**src/sv/mbps_pkg.sv**
```systemverilog
`timescale 1ns / 1ps
package mbps_pkg;

   localparam int BYTE_WIDTH                = 8;
   localparam int PATTERN_BYTES             = 16;
   localparam int LENGTH_WIDTH              = 5;
   localparam int POSITION_WIDTH            = 32;
   localparam int SITE_WIDTH                = POSITION_WIDTH + 2;
   localparam int CSR_INDEX_WIDTH           = 3;
   localparam int CSR_DATA_WIDTH            = 64;
   localparam int DEFAULT_MAX_PATTERN_BYTES = 16;

   localparam logic [CSR_INDEX_WIDTH-1:0] CSR_PATTERN_LOW    = 3'd0;
   localparam logic [CSR_INDEX_WIDTH-1:0] CSR_PATTERN_HIGH   = 3'd1;
   localparam logic [CSR_INDEX_WIDTH-1:0] CSR_PATTERN_MASK   = 3'd2;
   localparam logic [CSR_INDEX_WIDTH-1:0] CSR_PATTERN_LENGTH = 3'd3;
   localparam logic [CSR_INDEX_WIDTH-1:0] CSR_SITE_OFFSET    = 3'd4;
   localparam logic [CSR_INDEX_WIDTH-1:0] CSR_REGION_SIZE    = 3'd5;

   typedef logic [BYTE_WIDTH-1:0] byte_type;

   typedef struct packed {
      logic     care;
      byte_type expect_byte;
   } cell_cfg_type;

   // Cell d sits d places behind the newest byte, so it faces pattern byte len-1-d.
   function automatic cell_cfg_type cell_config(
      input logic [LENGTH_WIDTH-1:0]              len,
      input logic [PATTERN_BYTES-1:0]             mask,
      input logic [PATTERN_BYTES*BYTE_WIDTH-1:0]  pattern,
      input int                                   d
   );
      cell_cfg_type             cfg;
      logic [LENGTH_WIDTH-1:0]  kk;
      logic [3:0]               k;
      kk = len - LENGTH_WIDTH'(1) - LENGTH_WIDTH'(d);
      k  = kk[3:0];
      cfg.care        = (32'(len) > 32'(d)) && (32'(len) <= 32'(PATTERN_BYTES)) && mask[k];
      cfg.expect_byte = pattern[32'(k)*BYTE_WIDTH +: BYTE_WIDTH];
      return cfg;
   endfunction

endpackage

```
**src/sv/mbps_req_if.sv**
```systemverilog
`timescale 1ns / 1ps
interface mbps_req_if;
   logic       valid;
   logic       ready;
   logic [7:0] data_byte;
   logic       last_byte;

   modport source (output valid, output data_byte, output last_byte, input ready);
   modport sink   (input valid, input data_byte, input last_byte, output ready);
endinterface

```
**src/sv/mbps_rsp_if.sv**
```systemverilog
`timescale 1ns / 1ps
interface mbps_rsp_if;
   logic        valid;
   logic        ready;
   logic        match_found;
   logic [31:0] site_position;

   modport source (output valid, output match_found, output site_position, input ready);
   modport sink   (input valid, input match_found, input site_position, output ready);
endinterface

```
**src/sv/mbps_cell.sv**
```systemverilog
`timescale 1ns / 1ps
module mbps_cell (
   input  logic                  clock,
   input  logic                  shift_en,
   input  logic                  clear,
   input  mbps_pkg::cell_cfg_type cfg,
   input  mbps_pkg::byte_type    byte_in,
   output mbps_pkg::byte_type    byte_out,
   output logic                  hit_out
);

   mbps_pkg::byte_type byte_ff;
   logic               hit_ff;
   logic               hit_in;

   assign hit_in = !cfg.care || (byte_in == cfg.expect_byte);

   // The hit belongs to the beat just shifted in; the byte drops on region end.
   always_ff @(posedge clock) begin
      if (shift_en) begin
         hit_ff  <= hit_in;
         byte_ff <= clear ? '0 : byte_in;
      end
   end

   assign byte_out = byte_ff;
   assign hit_out  = hit_ff;

endmodule

```
**src/sv/masked_byte_pattern_scanner_core.sv**
```systemverilog
`timescale 1ns / 1ps
// A result passes from the compare cells and stage A registers into the result register.
// One byte per cycle moves through the shift chain of compare cells while not stalled.
// The input stalls only while a new result meets an earlier one not yet taken.
// Reset (synchronous, active high) clears configuration, position, valids and scan state;
// window bytes are not cleared and are never compared before a region refills them.
module masked_byte_pattern_scanner_core #(
   parameter int MAX_PATTERN_BYTES = mbps_pkg::DEFAULT_MAX_PATTERN_BYTES
) (
   input  logic                                 clock,
   input  logic                                 reset,
   input  logic                                 csr_write_enable,
   input  logic [mbps_pkg::CSR_INDEX_WIDTH-1:0] csr_index,
   input  logic [mbps_pkg::CSR_DATA_WIDTH-1:0]  csr_write_data,
   mbps_req_if.sink                             req_if,
   mbps_rsp_if.source                           rsp_if
);

   import mbps_pkg::*;

   logic [63:0]               pattern_low_ff;
   logic [63:0]               pattern_high_ff;
   logic [PATTERN_BYTES-1:0]  pattern_mask_ff;
   logic [LENGTH_WIDTH-1:0]   pattern_length_ff;
   logic [31:0]               site_offset_ff;
   logic [POSITION_WIDTH-1:0] region_size_ff;

   always_ff @(posedge clock) begin
      if (reset) begin
         pattern_low_ff    <= '0;
         pattern_high_ff   <= '0;
         pattern_mask_ff   <= '0;
         pattern_length_ff <= '0;
         site_offset_ff    <= '0;
         region_size_ff    <= '0;
      end else if (csr_write_enable) begin
         case (csr_index)
            CSR_PATTERN_LOW:    pattern_low_ff    <= csr_write_data;
            CSR_PATTERN_HIGH:   pattern_high_ff   <= csr_write_data;
            CSR_PATTERN_MASK:   pattern_mask_ff   <= csr_write_data[PATTERN_BYTES-1:0];
            CSR_PATTERN_LENGTH: pattern_length_ff <= csr_write_data[LENGTH_WIDTH-1:0];
            CSR_SITE_OFFSET:    site_offset_ff    <= csr_write_data[31:0];
            CSR_REGION_SIZE:    region_size_ff    <= csr_write_data[POSITION_WIDTH-1:0];
            default: ;
         endcase
      end
   end

   // ---------------- cell chain ----------------
   cell_cfg_type             cell_cfg [MAX_PATTERN_BYTES];
   byte_type                 window   [MAX_PATTERN_BYTES];
   logic [MAX_PATTERN_BYTES-1:0] care_vec;
   logic [MAX_PATTERN_BYTES-1:0] hit_vec;
   logic                     accept;
   logic                     stall;

   assign req_if.ready = !stall;
   assign accept       = req_if.valid && !stall;

   for (genvar d = 0; d < MAX_PATTERN_BYTES; d++) begin : g_cell
      assign cell_cfg[d] = cell_config(pattern_length_ff, pattern_mask_ff,
                                       {pattern_high_ff, pattern_low_ff}, d);
      assign care_vec[d] = cell_cfg[d].care;
      if (d == 0) begin : g_head
         mbps_cell u_cell (
            .clock    (clock),
            .shift_en (accept),
            .clear    (req_if.last_byte),
            .cfg      (cell_cfg[d]),
            .byte_in  (req_if.data_byte),
            .byte_out (window[d]),
            .hit_out  (hit_vec[d])
         );
      end else begin : g_body
         mbps_cell u_cell (
            .clock    (clock),
            .shift_en (accept),
            .clear    (req_if.last_byte),
            .cfg      (cell_cfg[d]),
            .byte_in  (window[d-1]),
            .byte_out (window[d]),
            .hit_out  (hit_vec[d])
         );
      end
   end

   // ---------------- position and site ----------------
   logic                      pattern_ok;
   logic [POSITION_WIDTH-1:0] pos_ff;
   logic [POSITION_WIDTH-1:0] pos_in;
   logic                      pos_ok_in;
   logic [SITE_WIDTH-1:0]     site_in;

   assign pattern_ok = (pattern_length_ff != '0)
                    && (32'(pattern_length_ff) <= 32'(PATTERN_BYTES))
                    && (32'(pattern_length_ff) <= 32'(MAX_PATTERN_BYTES))
                    && (|care_vec);

   assign pos_ok_in = pattern_ok
                   && (pos_ff != '1)
                   && (pos_ff < region_size_ff)
                   && (({1'b0, pos_ff} + 33'd1) >= 33'(pattern_length_ff));

   assign site_in = {2'b00, pos_ff}
                  + {{2{site_offset_ff[31]}}, site_offset_ff}
                  + SITE_WIDTH'(1)
                  - SITE_WIDTH'(pattern_length_ff);

   // Saturate at all ones; restart on region end.
   assign pos_in = req_if.last_byte ? '0 : ((pos_ff == '1) ? pos_ff : pos_ff + 1'b1);

   always_ff @(posedge clock) begin
      if (reset) begin
         pos_ff <= '0;
      end else if (accept) begin
         pos_ff <= pos_in;
      end
   end

   // ---------------- stage A: beat at the compare point ----------------
   logic                  valid_a_ff;
   logic                  last_a_ff;
   logic                  pos_ok_a_ff;
   logic [SITE_WIDTH-1:0] site_a_ff;

   always_ff @(posedge clock) begin
      if (reset) begin
         valid_a_ff <= 1'b0;
      end else if (!stall) begin
         valid_a_ff <= req_if.valid;
      end
   end

   always_ff @(posedge clock) begin
      if (accept) begin
         last_a_ff   <= req_if.last_byte;
         pos_ok_a_ff <= pos_ok_in;
         site_a_ff   <= site_in;
      end
   end

   // ---------------- decision and result register ----------------
   logic        done_ff;
   logic        done_in;
   logic        site_ok;
   logic        found;
   logic        emit;
   logic        rsp_valid_ff;
   logic        match_found_ff;
   logic [31:0] site_position_ff;

   assign site_ok = !site_a_ff[SITE_WIDTH-1] && !site_a_ff[SITE_WIDTH-2]
                 && (site_a_ff[POSITION_WIDTH-1:0] < region_size_ff);
   assign found   = valid_a_ff && !done_ff && pos_ok_a_ff && (&hit_vec) && site_ok;
   assign emit    = found || (valid_a_ff && last_a_ff && !done_ff);
   assign stall   = emit && rsp_valid_ff && !rsp_if.ready;
   assign done_in = last_a_ff ? 1'b0 : (done_ff || found);

   always_ff @(posedge clock) begin
      if (reset) begin
         done_ff <= 1'b0;
      end else if (valid_a_ff && !stall) begin
         done_ff <= done_in;
      end
   end

   always_ff @(posedge clock) begin
      if (reset) begin
         rsp_valid_ff <= 1'b0;
      end else if (emit && !stall) begin
         rsp_valid_ff <= 1'b1;
      end else if (rsp_if.ready) begin
         rsp_valid_ff <= 1'b0;
      end
   end

   always_ff @(posedge clock) begin
      if (emit && !stall) begin
         match_found_ff   <= found;
         site_position_ff <= found ? site_a_ff[POSITION_WIDTH-1:0] : '0;
      end
   end

   assign rsp_if.valid         = rsp_valid_ff;
   assign rsp_if.match_found   = match_found_ff;
   assign rsp_if.site_position = site_position_ff;

endmodule
```
**src/flat_wrapper.sv**
```systemverilog
// flat-port wrapper written by rule: the top's interface ports become plain ports
module masked_byte_pattern_scanner_core_flat import mbps_pkg::*;
#(
   parameter int MAX_PATTERN_BYTES = mbps_pkg::DEFAULT_MAX_PATTERN_BYTES
)
  (clock, reset, csr_write_enable, csr_index, csr_write_data, req_if_valid, req_if_data_byte, req_if_last_byte, req_if_ready, rsp_if_valid, rsp_if_match_found, rsp_if_site_position, rsp_if_ready);
  mbps_req_if req_if_i ();
  mbps_rsp_if rsp_if_i ();
  input  logic clock;
  input  logic reset;
  input  logic csr_write_enable;
  input  logic [mbps_pkg::CSR_INDEX_WIDTH-1:0] csr_index;
  input  logic [mbps_pkg::CSR_DATA_WIDTH-1:0] csr_write_data;
  input wire logic [$bits(req_if_i.valid)-1:0] req_if_valid;
  input wire logic [$bits(req_if_i.data_byte)-1:0] req_if_data_byte;
  input wire logic [$bits(req_if_i.last_byte)-1:0] req_if_last_byte;
  output wire logic [$bits(req_if_i.ready)-1:0] req_if_ready;
  output wire logic [$bits(rsp_if_i.valid)-1:0] rsp_if_valid;
  output wire logic [$bits(rsp_if_i.match_found)-1:0] rsp_if_match_found;
  output wire logic [$bits(rsp_if_i.site_position)-1:0] rsp_if_site_position;
  input wire logic [$bits(rsp_if_i.ready)-1:0] rsp_if_ready;
  assign req_if_i.valid = req_if_valid;
  assign req_if_i.data_byte = req_if_data_byte;
  assign req_if_i.last_byte = req_if_last_byte;
  assign req_if_ready = req_if_i.ready;
  assign rsp_if_valid = rsp_if_i.valid;
  assign rsp_if_match_found = rsp_if_i.match_found;
  assign rsp_if_site_position = rsp_if_i.site_position;
  assign rsp_if_i.ready = rsp_if_ready;
  masked_byte_pattern_scanner_core #(.MAX_PATTERN_BYTES(MAX_PATTERN_BYTES)) u_core (.clock(clock), .reset(reset), .csr_write_enable(csr_write_enable), .csr_index(csr_index), .csr_write_data(csr_write_data), .req_if(req_if_i), .rsp_if(rsp_if_i));
endmodule
```
**config.mk**
```make
export PLATFORM = sky130hd
export DESIGN_NAME = masked_byte_pattern_scanner_core_flat
export DESIGN_NICKNAME = d
export VERILOG_FILES = /design/src/sv/mbps_pkg.sv /design/src/sv/mbps_req_if.sv /design/src/sv/mbps_rsp_if.sv /design/src/sv/mbps_cell.sv /design/src/sv/masked_byte_pattern_scanner_core.sv /design/src/flat_wrapper.sv
export SDC_FILE = /design/constraint.sdc
export NUM_CORES = 1
export LEC_CHECK = 0
export BUFFER_PORTS_ARGS = -buffer_cell sky130_fd_sc_hd__buf_2
export CORE_MARGIN = 2
export CORE_UTILIZATION = 45
export DETAILED_ROUTE_END_ITERATION = 6
export GPL_TIMING_DRIVEN = 0
export MAX_ROUTING_LAYER = met4
export PLACE_DENSITY = 0.64
export SETUP_SLACK_MARGIN = 0.05
export SLEW_MARGIN = 0
export SYNTH_ARGS = -nofsm -noshare
export SYNTH_HDL_FRONTEND = slang
export SYNTH_SLANG_ARGS = --single-unit
```
**constraint.sdc**
```tcl
create_clock -name clock -period 5.9 [get_ports clock]
set_clock_uncertainty 0.2 [all_clocks]
set_input_delay 0.885 -clock clock [delete_from_list [all_inputs] [get_ports clock]]
set_output_delay 0.885 -clock clock [all_outputs]
set_load 0.01 [all_outputs]
```
# Word-level counts from Yosys, hierarchy flattened
# Index checks and enable logic that the tools add are counted.
[word_totals]
register_bits = 453
latchBits = 0
ramBits = 0
romBits = 0
in_bits = 81
output_inout_bits = 35
word_cells = 282
mem_count = 0
[classes]
addsub = 21
multipliers = 0
div = 0
order_cmp = 36
eq_ne = 24
n_shift = 16
muxes = 37
bitwise = 0
n_reduce_logical = 102
[op_table]
columns = ["op", "n"]
rows = [
  ["$shiftx A128 B8 Y8", 16],
  ["$eq A8 B8 Y1", 16],
  ["$lt A4 B5 Y1 const B", 16],
  ["$bmux W1 S4", 16],
  ["$lt A32 B32 Y1", 2],
  ["$mux W32", 2],
  ["$logic_and A1 B1 Y1", 51],
  ["$gt A5 B4 Y1 const B", 8],
  ["$add A33 B32 Y34", 1],
  ["$add A34 B1 Y34 const B", 1],
  ["$sub A34 B5 Y34", 1],
  ["$add A32 B1 Y33 const B", 1],
  ["$ge A33 B5 Y1", 1],
  ["$add A32 B1 Y32 const B", 1],
  ["$eq A32 B32 Y1 const B", 1],
  ["$ne A32 B32 Y1 const B", 1],
  ["$sub A4 B4 Y4 const B", 8],
  ["$logic_not A1 Y1", 21],
  ["$gt A5 B3 Y1 const B", 4],
  ["$mux W1", 19],
  ["$logic_or A1 B1 Y1", 18],
  ["$reduce_and A16 Y1", 1],
  ["$reduce_or A16 Y1", 1],
  ["$sub A4 B3 Y4 const B", 4],
  ["13 further kinds", 25],
]

# Depth between registers and ports, before layout
# Gate-level depths: netlist of the first run.
[logic_depth]
word_depth = 11
ltp_mapped = 20
mapped_depth_nobuf = 16

# Cells and area by module
# A second synthesis of the first run with hierarchy kept.
[unflattened]
hier_cells = 3016
hier_area_um2 = 29797.3
[by_module_without_submodules]
columns = ["module", "n_inst", "cells_per_inst", "area_per_inst_um2", "seq_area_each_um2"]
rows = [
  ["masked_byte_pattern_scanner_core", 1, 2568, 23271.1, 7036.7],
  ["mbps_cell", 16, 28, 407.9, 270.3],
]

# Least setup slack after synthesis of the first run
# OpenSTA, ideal clock, no wires.
[synth_path]
kind = "register to register"
start = "register u_core.site_a_ff[29]"
end = "register u_core.g_cell[0].g_head.u_cell.byte_ff[0] (enable)"
setup_ns = 0.524
t_arrival_ns = 5.329
t_required_ns = 5.176
slack_ns = -0.153
stages_incl_launch_ff = 11
path_buffers = 2
synth_period_minus_slack_ns = 6.053
cell_sequence = "edfxtp_1 > ha_1 > nand4_1 > nor4_1 > nor2b_1 > a2111oi_0 > a2bb2oi_1 > o31a_1 > buf_2 > clkbuf_1 > inv_1"
[synth_between]
elab_chain_len = 8
[synth_lines]
columns = ["element", "line_no", "source"]
rows = [
  ["start, declared", "masked_byte_pattern_scanner_core.sv:124", "logic [SITE_WIDTH-1:0] site_a_ff;"],
  ["start signal, assigned", "masked_byte_pattern_scanner_core.sv:138", "site_a_ff <= site_in;"],
  ["$lt A32 B32 Y1", "masked_byte_pattern_scanner_core.sv:153", "&& (site_a_ff[POSITION_WIDTH-1:0] < region_size_ff);"],
  ["$logic_and A1 B1 Y1", "masked_byte_pattern_scanner_core.sv:153", ""],
  ["$logic_and A1 B1 Y1", "masked_byte_pattern_scanner_core.sv:154", "assign found = valid_a_ff && !done_ff && pos_ok_a_ff && (&hit_vec) && site_ok;"],
  ["$logic_or A1 B1 Y1", "masked_byte_pattern_scanner_core.sv:155", "assign emit = found || (valid_a_ff && last_a_ff && !done_ff);"],
  ["$logic_and A1 B1 Y1 (2 in a row)", "masked_byte_pattern_scanner_core.sv:156", "assign stall = emit && rsp_valid_ff && !rsp_if.ready;"],
  ["$logic_not A1 Y1", "masked_byte_pattern_scanner_core.sv:58", "assign accept = req_if.valid && !stall;"],
  ["$logic_and A1 B1 Y1", "masked_byte_pattern_scanner_core.sv:58", ""],
  ["named net u_core.accept", "masked_byte_pattern_scanner_core.sv:54", "logic accept;"],
  ["end signal, assigned", "mbps_cell.sv:22", "byte_ff <= clear ? '0 : byte_in;"],
  ["end, declared", "mbps_cell.sv:12", "mbps_pkg::byte_type byte_ff;"],
]
# The timed path passes the listed nets, and every way through them passes these cells.
# A chain may end at the register's enable or synchronous reset.

# Worst setup path after layout of the first run
[layout_path]
start = "register u_core.pattern_length_ff[0]"
end = "register u_core.g_cell[13].g_body.u_cell.hit_ff (data pin)"
[layout_between]
elab_chain_len = 7
elab_cells_between_ends = 12
classes_between = "add/sub: 2; order compare: 2; eq/ne: 1; shift: 1; mux: 2; reduce/logical: 4"
[layout_lines]
columns = ["element", "line_no", "source"]
rows = [
  ["start, declared", "masked_byte_pattern_scanner_core.sv:24", "logic [LENGTH_WIDTH-1:0] pattern_length_ff;"],
  ["start signal, assigned", "masked_byte_pattern_scanner_core.sv:41", "CSR_PATTERN_LENGTH: pattern_length_ff <= csr_write_data[LENGTH_WIDTH-1:0];"],
  ["branches (longest 6 deep; another with $sub A4 B1 Y4)", "-", ""],
  ["$logic_or A1 B1 Y1 (*)", "mbps_cell.sv:16", "assign hit_in = !cfg.care || (byte_in == cfg.expect_byte);"],
  ["named net u_core.g_cell[13].g_body.u_cell.hit_in", "mbps_cell.sv:14", "logic hit_in;"],
  ["end signal, assigned", "mbps_cell.sv:21", "hit_ff <= hit_in;"],
  ["end, declared", "mbps_cell.sv:13", "logic hit_ff;"],
]
# Mark *: on every way through the listed nets, which the timed path passes. The select of a mux whose other input is x is not followed.

==> results.tsv, run 1 <==
metric	value	unit
CTS H-tree depth	2	
CP endpoint kind	register	
synth top area cells	edfxtp_1 21%, dfxtp_1 17%, mux2i_1 11%, nand2_1 7.1%, a21oi_1 6.8%	
failing checks	capacitance limit, slew limit	
Antenna Nets Post-Route	0	
# DRC	0	
# hold bufs at CTS	0	
Cells after Synth	3261	
power per cell area	262	nW/µm²
CTS Buffer Depth	3	
CP arrival	5990	ps
slowest stage cell on the critical path	o21ai_0	
largest net degree at the start of global routing	47	
initial core utilization	45.6	%
share of cells above drive strength 1	10.4	%
Worst EP required	6110	ps
Die W	257	µm
path type of the worst min-delay path	reg -> reg	
synthesized area	28900	µm²
post-synthesis sequential area ratio	38.5	%
Slew headroom	-0.865	%
CTS tree	built	
final setup violation count	0	
Core Region	63300	µm²
RSZ-0062 raised after global routing	no	
Period Utilization, post-route	98.0	%
reg2reg setup slack	120	ps
leakage	12.5	nW
register bit total from synthesis	453	
first-pass GRT wire length	161000	µm
Unique masters post-synth	69	
HPWL after DPL	91300	µm
area share of the largest cell type after synthesis	21.3	%
setup TNS	0	ps
area leader, netlist	edfxtp_1	
DIE AREA	66300	µm²
count of pins over their slew limit	6	
Reg clk slew, reported paths	70	ps
vias in the first global route	23400	
Synth Net Count	3489	
final cell count without fillers	4321	
GR Overflow Total	0	
Syn-to-layout area delta	13.0	%
io pins	116	
post-layout util	51.6	%
Pre-antenna DRT Iters	5	
most used cell, CP	buf_2	
CP max FO	12	
Overall Global Routing Usage	34.3	%
drt initial violations	2919	
Cells after DPL	4226	
CP cell instances	buf_4 -> clkinv_2 -> buf_2 -> buf_2 -> ha_2 -> buf_2 -> buf_2 -> clkdlybuf4s15_2 -> mux2_2 -> o21ai_0 -> mux2i_1 -> mux2i_1 -> xor2_1 -> nand4_1 -> o21ai_4	
critical path launch point type	register	
Core Rows	92	
Die Height	257	µm
number of flops mapped to enable cells by yosys	205	
CTS sink cnt	453	
CTS root buf	clkbuf_16	
WS Path Type	reg -> reg	
Routed WL per cell	26.0	µm
via count	25100	
Total Wirelength	113000	µm
crit path time final	5780	ps
Setup WS post-layout	117	ps
Multi-input gate area	16500	µm²
status	finished with violations	
latest clock arrival within the worst-skew pair	630	ps
Worst Tran Pin Value	1500	ps
synthesized area per cell	8.86	µm²
Fillers	6112	
Vias per Instance	5.81	
final hold vios	0	
Synth Flop Type	dfxtp_1	
storage element area	11100	µm²
Net count, final	3660	
Max-cap violations	1	
fraction of registers with async set/reset	0	%
pre-CTS setup slack	-2210	ps
Peak VDD IR	0.213	mV
Synthesis Warnings	0	
minimum hold slack	252	ps
initial antenna violation count	4	
GP Congestion	1.06	
port buffer count	112	
number of buffers created by CTS	51	
CP peak stage delay	620	ps
maximum clock rate	0.173	GHz
-- cells in the final DEF (no fill, tap or decap), drive strengths merged, types with 20 or more instances in the layout --
master,Yosys,layout
clkbuf,135,206
nor3,20,20
buf,55,167
nor2b,153,153
a21o,40,40
and2,39,39
nand3,42,42
o21ai,127,127
mux2,51,51
a211oi,38,38
xor2,81,81
nor4,30,30
dfxtp,248,248
o21a,21,21
ha,141,141
nor2,127,127
nand4,35,35
inv,171,173
a21oi,394,394
nand2,548,548
xnor2,99,99
mux2i,310,310
edfxtp,205,205
-- per-stage QoR --
stage / instance area, µm² / total power [mW]
finish: 32700 / 8.55
global route: 32700 / 8.82
floorplan: 28900 / 4.60
CTS: 32600 / 8.56
detailed placement: 30700 / 5.13
global placement: 30500 / 5.11
-- power breakdown --
part,switching [mW],internal [mW]
registers,0.157,3.51
logic,0.892,0.556
clock network,1.38,2.05
-- worst paths after layout --
path	start	end	depth (start not counted)
max	u_core.pattern_length_ff[0]	u_core.g_cell[13].g_body.u_cell.hit_out	15
min	u_core.site_offset_ff[8]	u_core.site_offset_ff[8]	2
max reg2reg	u_core.pattern_length_ff[0]	u_core.g_cell[13].g_body.u_cell.hit_out	15
min reg2reg	u_core.site_offset_ff[8]	u_core.site_offset_ff[8]	2
-- registers in the layout, indices dropped and copies added, names as in the netlist, 5 cells and up --
name / flops
u_core.g_cell.g_head.u_cell.byte_out: 8
u_core.pattern_high_ff: 64
u_core.pattern_length_ff: 5
u_core.site_offset_ff: 32
u_core.pattern_mask_ff: 16
u_core.region_size_ff: 32
u_core.g_cell.g_body.u_cell.hit_out: 15
u_core.rsp_if.site_position: 32
u_core.site_a_ff: 34
u_core.pos_ff: 32
u_core.g_cell.g_body.u_cell.byte_out: 112
u_core.pattern_low_ff: 64
-- Yosys cell counts (3+ instances only) --
cell and n:
a2111oi_0 4, a211oi_1 38, a21o_1 40, a21oi_1 394, a221oi_1 3, a31oi_1 13, a41o_1 9, and2_1 39
and3_1 11, and4_1 3, buf_1 17, buf_2 34, clkbuf_1 135, dfxtp_1 248, edfxtp_1 205, fa_1 6
ha_1 141, inv_1 170, mux2_2 51, mux2i_1 310, mux4_2 17, nand2_1 548, nand2b_1 14, nand3_1 42
nand4_1 35, nor2_1 127, nor2b_1 153, nor3_1 19, nor4_1 28, o211ai_1 6, o21a_1 21, o21ai_0 127
o21bai_1 5, o221ai_1 3, o31a_1 3, or2_2 10, or3_1 13, xnor2_1 94, xnor2_2 4, xor2_1 79
-- cell type report --
class / count / area share, %
sequential: 453 / 34.0
timing repair buffer: 119 / 2.16
antenna: 4 / 0.0306
clock buffer: 69 / 4.62
clock inverter: 23 / 0.904
buffer: 189 / 2.59
multi-input combinational: 2445 / 50.4
tap: 846 / 3.24
inverter: 173 / 2.00
-- layer usage --
layer | vias to the layer above | share of wire [%] | track usage, %
met3 | 148 | 9.1 | 6.13
met5 | - | 0 | -
met2 | 1078 | 42 | 48.8
met1 | 12200 | 46 | 50.1
li1 | 11700 | - | -
met4 | 0 | 2.6 | 8.77
-- worst max-delay path: cells and delay by family, from the launching register on --
kind            cells  cell delay (ps)
compound gates      2              990
xor+xnor            1              160
fa+ha+maj           1              440
buf+inv             7             2090
flops               1              400
mux                 3             1050
simple gates        1              190
-- what timing repair did --
action                                  CTS  global route
endpoints found under the setup margin   17            12
resized for setup                        55            13
setup buffers                             0             0
pin swaps                                 0             2
-- kinds of logic after synthesis --
group	Yosys count	share of synthesized area (%)
adder cells (fa/ha/maj)	147	6.52
flip-flops	453	38.5
AND/OR/NAND/NOR	1054	16.9
multiplexers	378	14.1
buffers and inverters	363	4.94
AO/OA/AOI/OAI	686	13.5
XOR/XNOR	180	5.68
Note: power is estimated with default switching activity, not from simulation.
==> run 2, diff against run 1 <==
CORE_MARGIN = 1   (was 2)
GPL_TIMING_DRIVEN = unset   (was 0)
==> results.tsv, run 2 (same netlist as run 1, synthesis figures left out) <==
metric	value	unit	change
status	finished with violations		
failing checks	slew limit		
reg2reg setup slack	610	ps	+490 ps
R2R Path Start	u_core.site_a_ff[31]		
count of pins over their slew limit	44		+38
CP endpoint kind	register		
GP Congestion	1.01		-4.6%
reg-to-reg endpoint	u_core.g_cell[3].g_body.u_cell.byte_out[2]		
Overall Global Routing Usage	27.5	%	-6.8 points
share of cells above drive strength 1	10.5	%	+0.073 points
worst-case reg-to-reg path depth	9		-6
power per cell area	264	nW/µm²	+0.79%
first-pass GRT wire length	134000	µm	-17%
setup TNS	0	ps	unchanged
Peak VDD IR	0.210	mV	-1.7%
Worst EP required	5690	ps	-420 ps
Slew headroom	-1.36	%	-0.50 points
Period Utilization, post-route	89.7	%	-8.3 points
Worst Tran Pin Value	1520	ps	+19.0 ps
initial core utilization	45.6	%	unchanged
# DRC	0		unchanged
Net count, final	3508		-4.2%
Max-cap violations	0		-1
Reg clk slew, reported paths	60	ps	about the same
Antenna Nets Post-Route	0		unchanged
CTS sink cnt	453		unchanged
Die Height	255	µm	-0.78%
most frequent cells in the layout	546 x nand2_1, 394 x a21oi_1, 310 x mux2i_1		
Total Wirelength	89500	µm	-21%
final setup violation count	0		unchanged
max reg flops	112		unchanged
DIE AREA	65200	µm²	-1.5%
path type of the worst min-delay path	reg -> reg		
final hold vios	0		unchanged
CTS root buf	clkbuf_16		
Worst Hold Depth	2		unchanged
Vias per Instance	5.69		-2.0%
commonest non-fill, non-tap cell in the layout	nand2_1		
Core Rows	92		unchanged
drt initial violations	2312		-21%
post-layout util	50.6	%	-1.0 points
HPWL after DPL	66800	µm	-27%
CP arrival	5080	ps	-910 ps
Routed WL per cell	21.4	µm	-18%
Die W	255	µm	-0.78%
GR Overflow Total	0		unchanged
number of post-CTS setup repair buffers	0		unchanged
port buffer count	115		+2.7%
vias in the first global route	21700		-7.2%
CTS tree	built		
initial antenna violation count	2		-2
Fillers	6138		+0.43%
leakage	12.2	nW	-2.2%
WS Path Type	reg -> reg		
latest clock arrival within the worst-skew pair	610	ps	-20 ps
Syn-to-layout area delta	10.9	%	
CTS H-tree depth	2		unchanged
RSZ-0062 raised after global routing	no		
Pre-antenna DRT Iters	5		unchanged
critical path launch point type	register		
largest net degree at the start of global routing	173		+270%
crit path time final	5290	ps	-492 ps
CP max FO	172		+160
via count	23800		-5.4%
CTS-repair resized insts	0		-100%
# hold bufs at CTS	0		unchanged
WHS Endpoint	u_core.region_size_ff[31]		
Core Region	63300	µm²	unchanged
number of buffers created by CTS	53		+3.9%
maximum clock rate	0.189	GHz	+9.3%
Worst Min Path Start	u_core.region_size_ff[31]		
io pins	116		unchanged
CTS Buffer Depth	3		unchanged
[run 2: cell count changes in the layout (fill, tap and decap cells not counted), moves of 5 or more]
| cell | before | now |
|---|---|---|
| clkbuf_1 | 135 | 10 |
| buf_1 | 6 | 0 |
| buf_4 | 7 | 37 |
| buf_2 | 145 | 113 |
| o21ai_0 | 120 | 127 |
| clkbuf_4 | 6 | 0 |
| o21ai_1 | 5 | 0 |
[run 2: metrics by stage]
stage / std cells / instance area, µm² / hold WS [ps] / total power, mW / setup slack (ps)
2_1_floorplan: 3261 / 28900 / 228 / 4.60 / 222
3_3_place_gp: 4071 / 30200 / 243 / 5.06 / 1030
3_5_place_dp: 4071 / 30200 / 247 / 5.07 / 1030
4_1_cts: 4169 / 32000 / 250 / 8.46 / 614
5_1_grt: 4170 / 32000 / 273 / 8.71 / 601
6_report: 4172 / 32000 / 253 / 8.45 / 610
[run 2: routing by layer]
metal | track usage, % | wire length, µm
met4 | 8.00 | 2800
met3 | 3.36 | 5840
met5 | - | 0
met2 | 41.7 | 39800
met1 | 38.4 | 41000
[run 2: final cells by class]
class                      instances  area (µm²)  share of cell area [%]
multi-input combinational       2445       16500                    51.4
sequential                       453       11100                    34.7
clock buffer                      80        1640                    5.13
tap                              846        1060                    3.30
timing repair buffer             154         915                    2.86
inverter                         173         656                    2.05
clock inverter                    18         170                   0.531
antenna                            3        7.51                  0.0234
[run 2: worst max-delay path by stage]
stage	from	end	slack, ps	cells after the start
after floorplan	u_core.site_a_ff[31]	u_core.g_cell[0].g_head.u_cell.byte_out[0]	220	10
after CTS	u_core.site_a_ff[31]	req_if_ready	610	9
final	u_core.site_a_ff[31]	u_core.g_cell[3].g_body.u_cell.byte_out[2]	610	9
after global routing	u_core.site_a_ff[31]	req_if_ready	600	9
after detailed placement	u_core.pos_ff[0]	u_core.site_a_ff[32]	1030	16
after global placement	u_core.site_a_ff[31]	u_core.pos_ff[1]	1030	12
[run 2: worst max-delay path, stage by stage (launching register included)]
cell and delay [ps]:
edfxtp_1 390, ha_1 200, or4b_1 640, nor4_1 860
nand4_1 260, a2111oi_0 530, a2bb2oi_1 230, o31a_1 390
clkinvlp_4 190, buf_12 220
[run 2: power by group]
part / switching (mW) / total, mW / leakage [nW] / internal (mW)
Clock: 1.41 / 3.42 / 0.892 / 2.01
Sequential: 0.152 / 3.67 / 4.07 / 3.51
Combinational: 0.828 / 1.37 / 7.26 / 0.539
Total: 2.39 / 8.45 / 12.2 / 6.07
==> run 3, diff against run 2 <==
REMOVE_ABC_BUFFERS = 1   (was unset)
==> results.tsv, run 3 (same netlist as run 1, synthesis figures left out) <==
metric	value	unit	change
final setup violation count	0		unchanged
Core Rows	92		unchanged
Routed WL per cell	21.1	µm	-1.4%
via count	23600		-0.60%
CTS sink cnt	453		unchanged
Overall Global Routing Usage	27.2	%	-0.34 points
post-layout util	50.6	%	about the same
Inserted Diodes	0		-3
critical path launch point type	register		
Worst Tran Pin Value	1250	ps	-267 ps
Period Utilization, post-route	84.3	%	-5.4 points
WS Path Type	reg -> out		
CTS root buf	clkbuf_16		
number of post-CTS setup repair buffers	0		unchanged
slowest stage cell on the critical path	nor4_1		
internal power	6.10	mW	+0.64%
CP max FO	3		-98%
port buffer count	115		unchanged
CP peak stage delay	660	ps	-200 ps
Peak VDD IR	0.196	mV	-6.6%
final cell count without fillers	4171		-0.024%
power per cell area	265	nW/µm²	+0.53%
Total Wirelength	88200	µm	-1.4%
maximum clock rate	0.201	GHz	+6.4%
first-pass GRT wire length	133000	µm	-0.73%
Syn-to-layout area delta	10.9	%	about the same
CTS tree	built		
Slew headroom	16.1	%	+17 points
vias in the first global route	21600		-0.38%
path type of the worst min-delay path	reg -> reg		
status	completed		
minimum hold slack	253	ps	+0.349 ps
number of buffers created by CTS	52		-1.9%
clock power share	40.7	%	+0.3 points
share of cells above drive strength 1	10.5	%	about the same
DIE AREA	65200	µm²	unchanged
Combinational Power Share	16.3	%	about the same
sequential power share	42.9	%	-0.5 points
Vias per Instance	5.66		-0.58%
Antenna Nets Post-Route	0		unchanged
most frequent cells in the layout	546 x nand2_1, 394 x a21oi_1, 310 x mux2i_1		
cell family with the largest share of critical-path delay	simple AND/OR/NAND/NOR gates		
crit path time final	4970	ps	-316 ps
RSZ-0062 raised after global routing	no		
CTS-repair resized insts	0		unchanged
Worst EP required	4820	ps	-870 ps
Reg clk slew, reported paths	60	ps	about the same
Die Height	255	µm	unchanged
Buf/Inv on CP	1		-1
Pre-antenna DRT Iters	7		+2
commonest non-fill, non-tap cell in the layout	nand2_1		
leakage	12.2	nW	about the same
CTS Buffer Depth	3		unchanged
Net count, final	3510		+0.057%
drt initial violations	1931		-16%
initial core utilization	45.6	%	unchanged
CP endpoint kind	primary output		
max reg flops	112		unchanged
Die W	255	µm	unchanged
io pins	116		unchanged
Core Region	63300	µm²	unchanged
# DRC	0		unchanged
Switching Share	28.2	%	-0.069 points
largest net degree at the start of global routing	149		-14%
# hold bufs at CTS	0		unchanged
initial antenna violation count	1		-1
latest clock arrival within the worst-skew pair	630	ps	+20 ps
CTS H-tree depth	2		unchanged
Max-cap violations	0		unchanged
Fillers	6021		-1.9%
count of pins over their slew limit	0		-100%
Psw	2.39	mW	+0.30%
GR Overflow Total	0		unchanged
Cells after DPL	4074		+0.074%
GP Congestion	0.952		-6.1%
final hold vios	0		unchanged
HPWL after DPL	65000	µm	-2.7%
CP arrival	3890	ps	-1190 ps
CP cell instances	ha_1 -> or4b_1 -> nor4_1 -> nand4_1 -> a2111oi_0 -> o31a_1 -> a21oi_1 -> nand2b_1 -> buf_2		
setup TNS	0	ps	unchanged
## run 3: worst paths after layout
path,from,slack [ps],to,cells past startpoint
setup / recovery,u_core.site_a_ff[31],930,req_if_ready,9
hold / removal,u_core.region_size_ff[6],250,u_core.region_size_ff[6],2
setup reg to reg,u_core.pattern_length_ff[0],1070,u_core.site_a_ff[32],14
hold reg to reg,u_core.region_size_ff[6],250,u_core.region_size_ff[6],2
## run 3: power groups by stage
stage	Clock (mW)	Combinational (mW)	Sequential (mW)
after floorplan	0	0.902	3.67
after global placement	0	1.35	3.71
after detailed placement	0	1.36	3.71
after CTS	3.50	1.37	3.65
after global routing	3.62	1.49	3.67
final	3.46	1.39	3.65
## run 3: layout make-up
cell class / count / area [µm²] / area share, %
multi-input combinational: 2445 / 16400 / 51.3
sequential: 453 / 11100 / 34.7
clock buffer: 72 / 1540 / 4.82
tap: 846 / 1060 / 3.30
timing repair buffer: 157 / 940 / 2.93
inverter: 173 / 657 / 2.05
clock inverter: 25 / 275 / 0.859
## run 3: through the flow
| stage | total power [mW] | setup WS (ps) | instance area, µm² |
|---|---|---|---|
| finish | 8.50 | 926 | 32000 |
| floorplan | 4.57 | -8680 | 28100 |
| global route | 8.78 | 817 | 32000 |
| global placement | 5.06 | 1070 | 30200 |
| CTS | 8.52 | 919 | 32000 |
| detailed placement | 5.08 | 1090 | 30200 |
## run 3: worst reg2reg max path, delay by kind of cell (launching register included)
| family | cells | cell delay, ps |
|---|---|---|
| XOR/XNOR | 1 | 80 |
| flip-flops | 1 | 660 |
| AND/OR/NAND/NOR | 1 | 310 |
| AO/OA/AOI/OAI | 9 | 2220 |
| adder cells (fa/ha/maj) | 3 | 1150 |
## run 3: routing by layer
metal | GRT usage, % | routed length [µm] | up-vias
met2 | 40.6 | 39100 | 763
met5 | - | 0 | -
met4 | 7.76 | 2350 | 0
li1 | - | - | 11400
met3 | 3.03 | 5830 | 124
met1 | 38.7 | 40900 | 11300
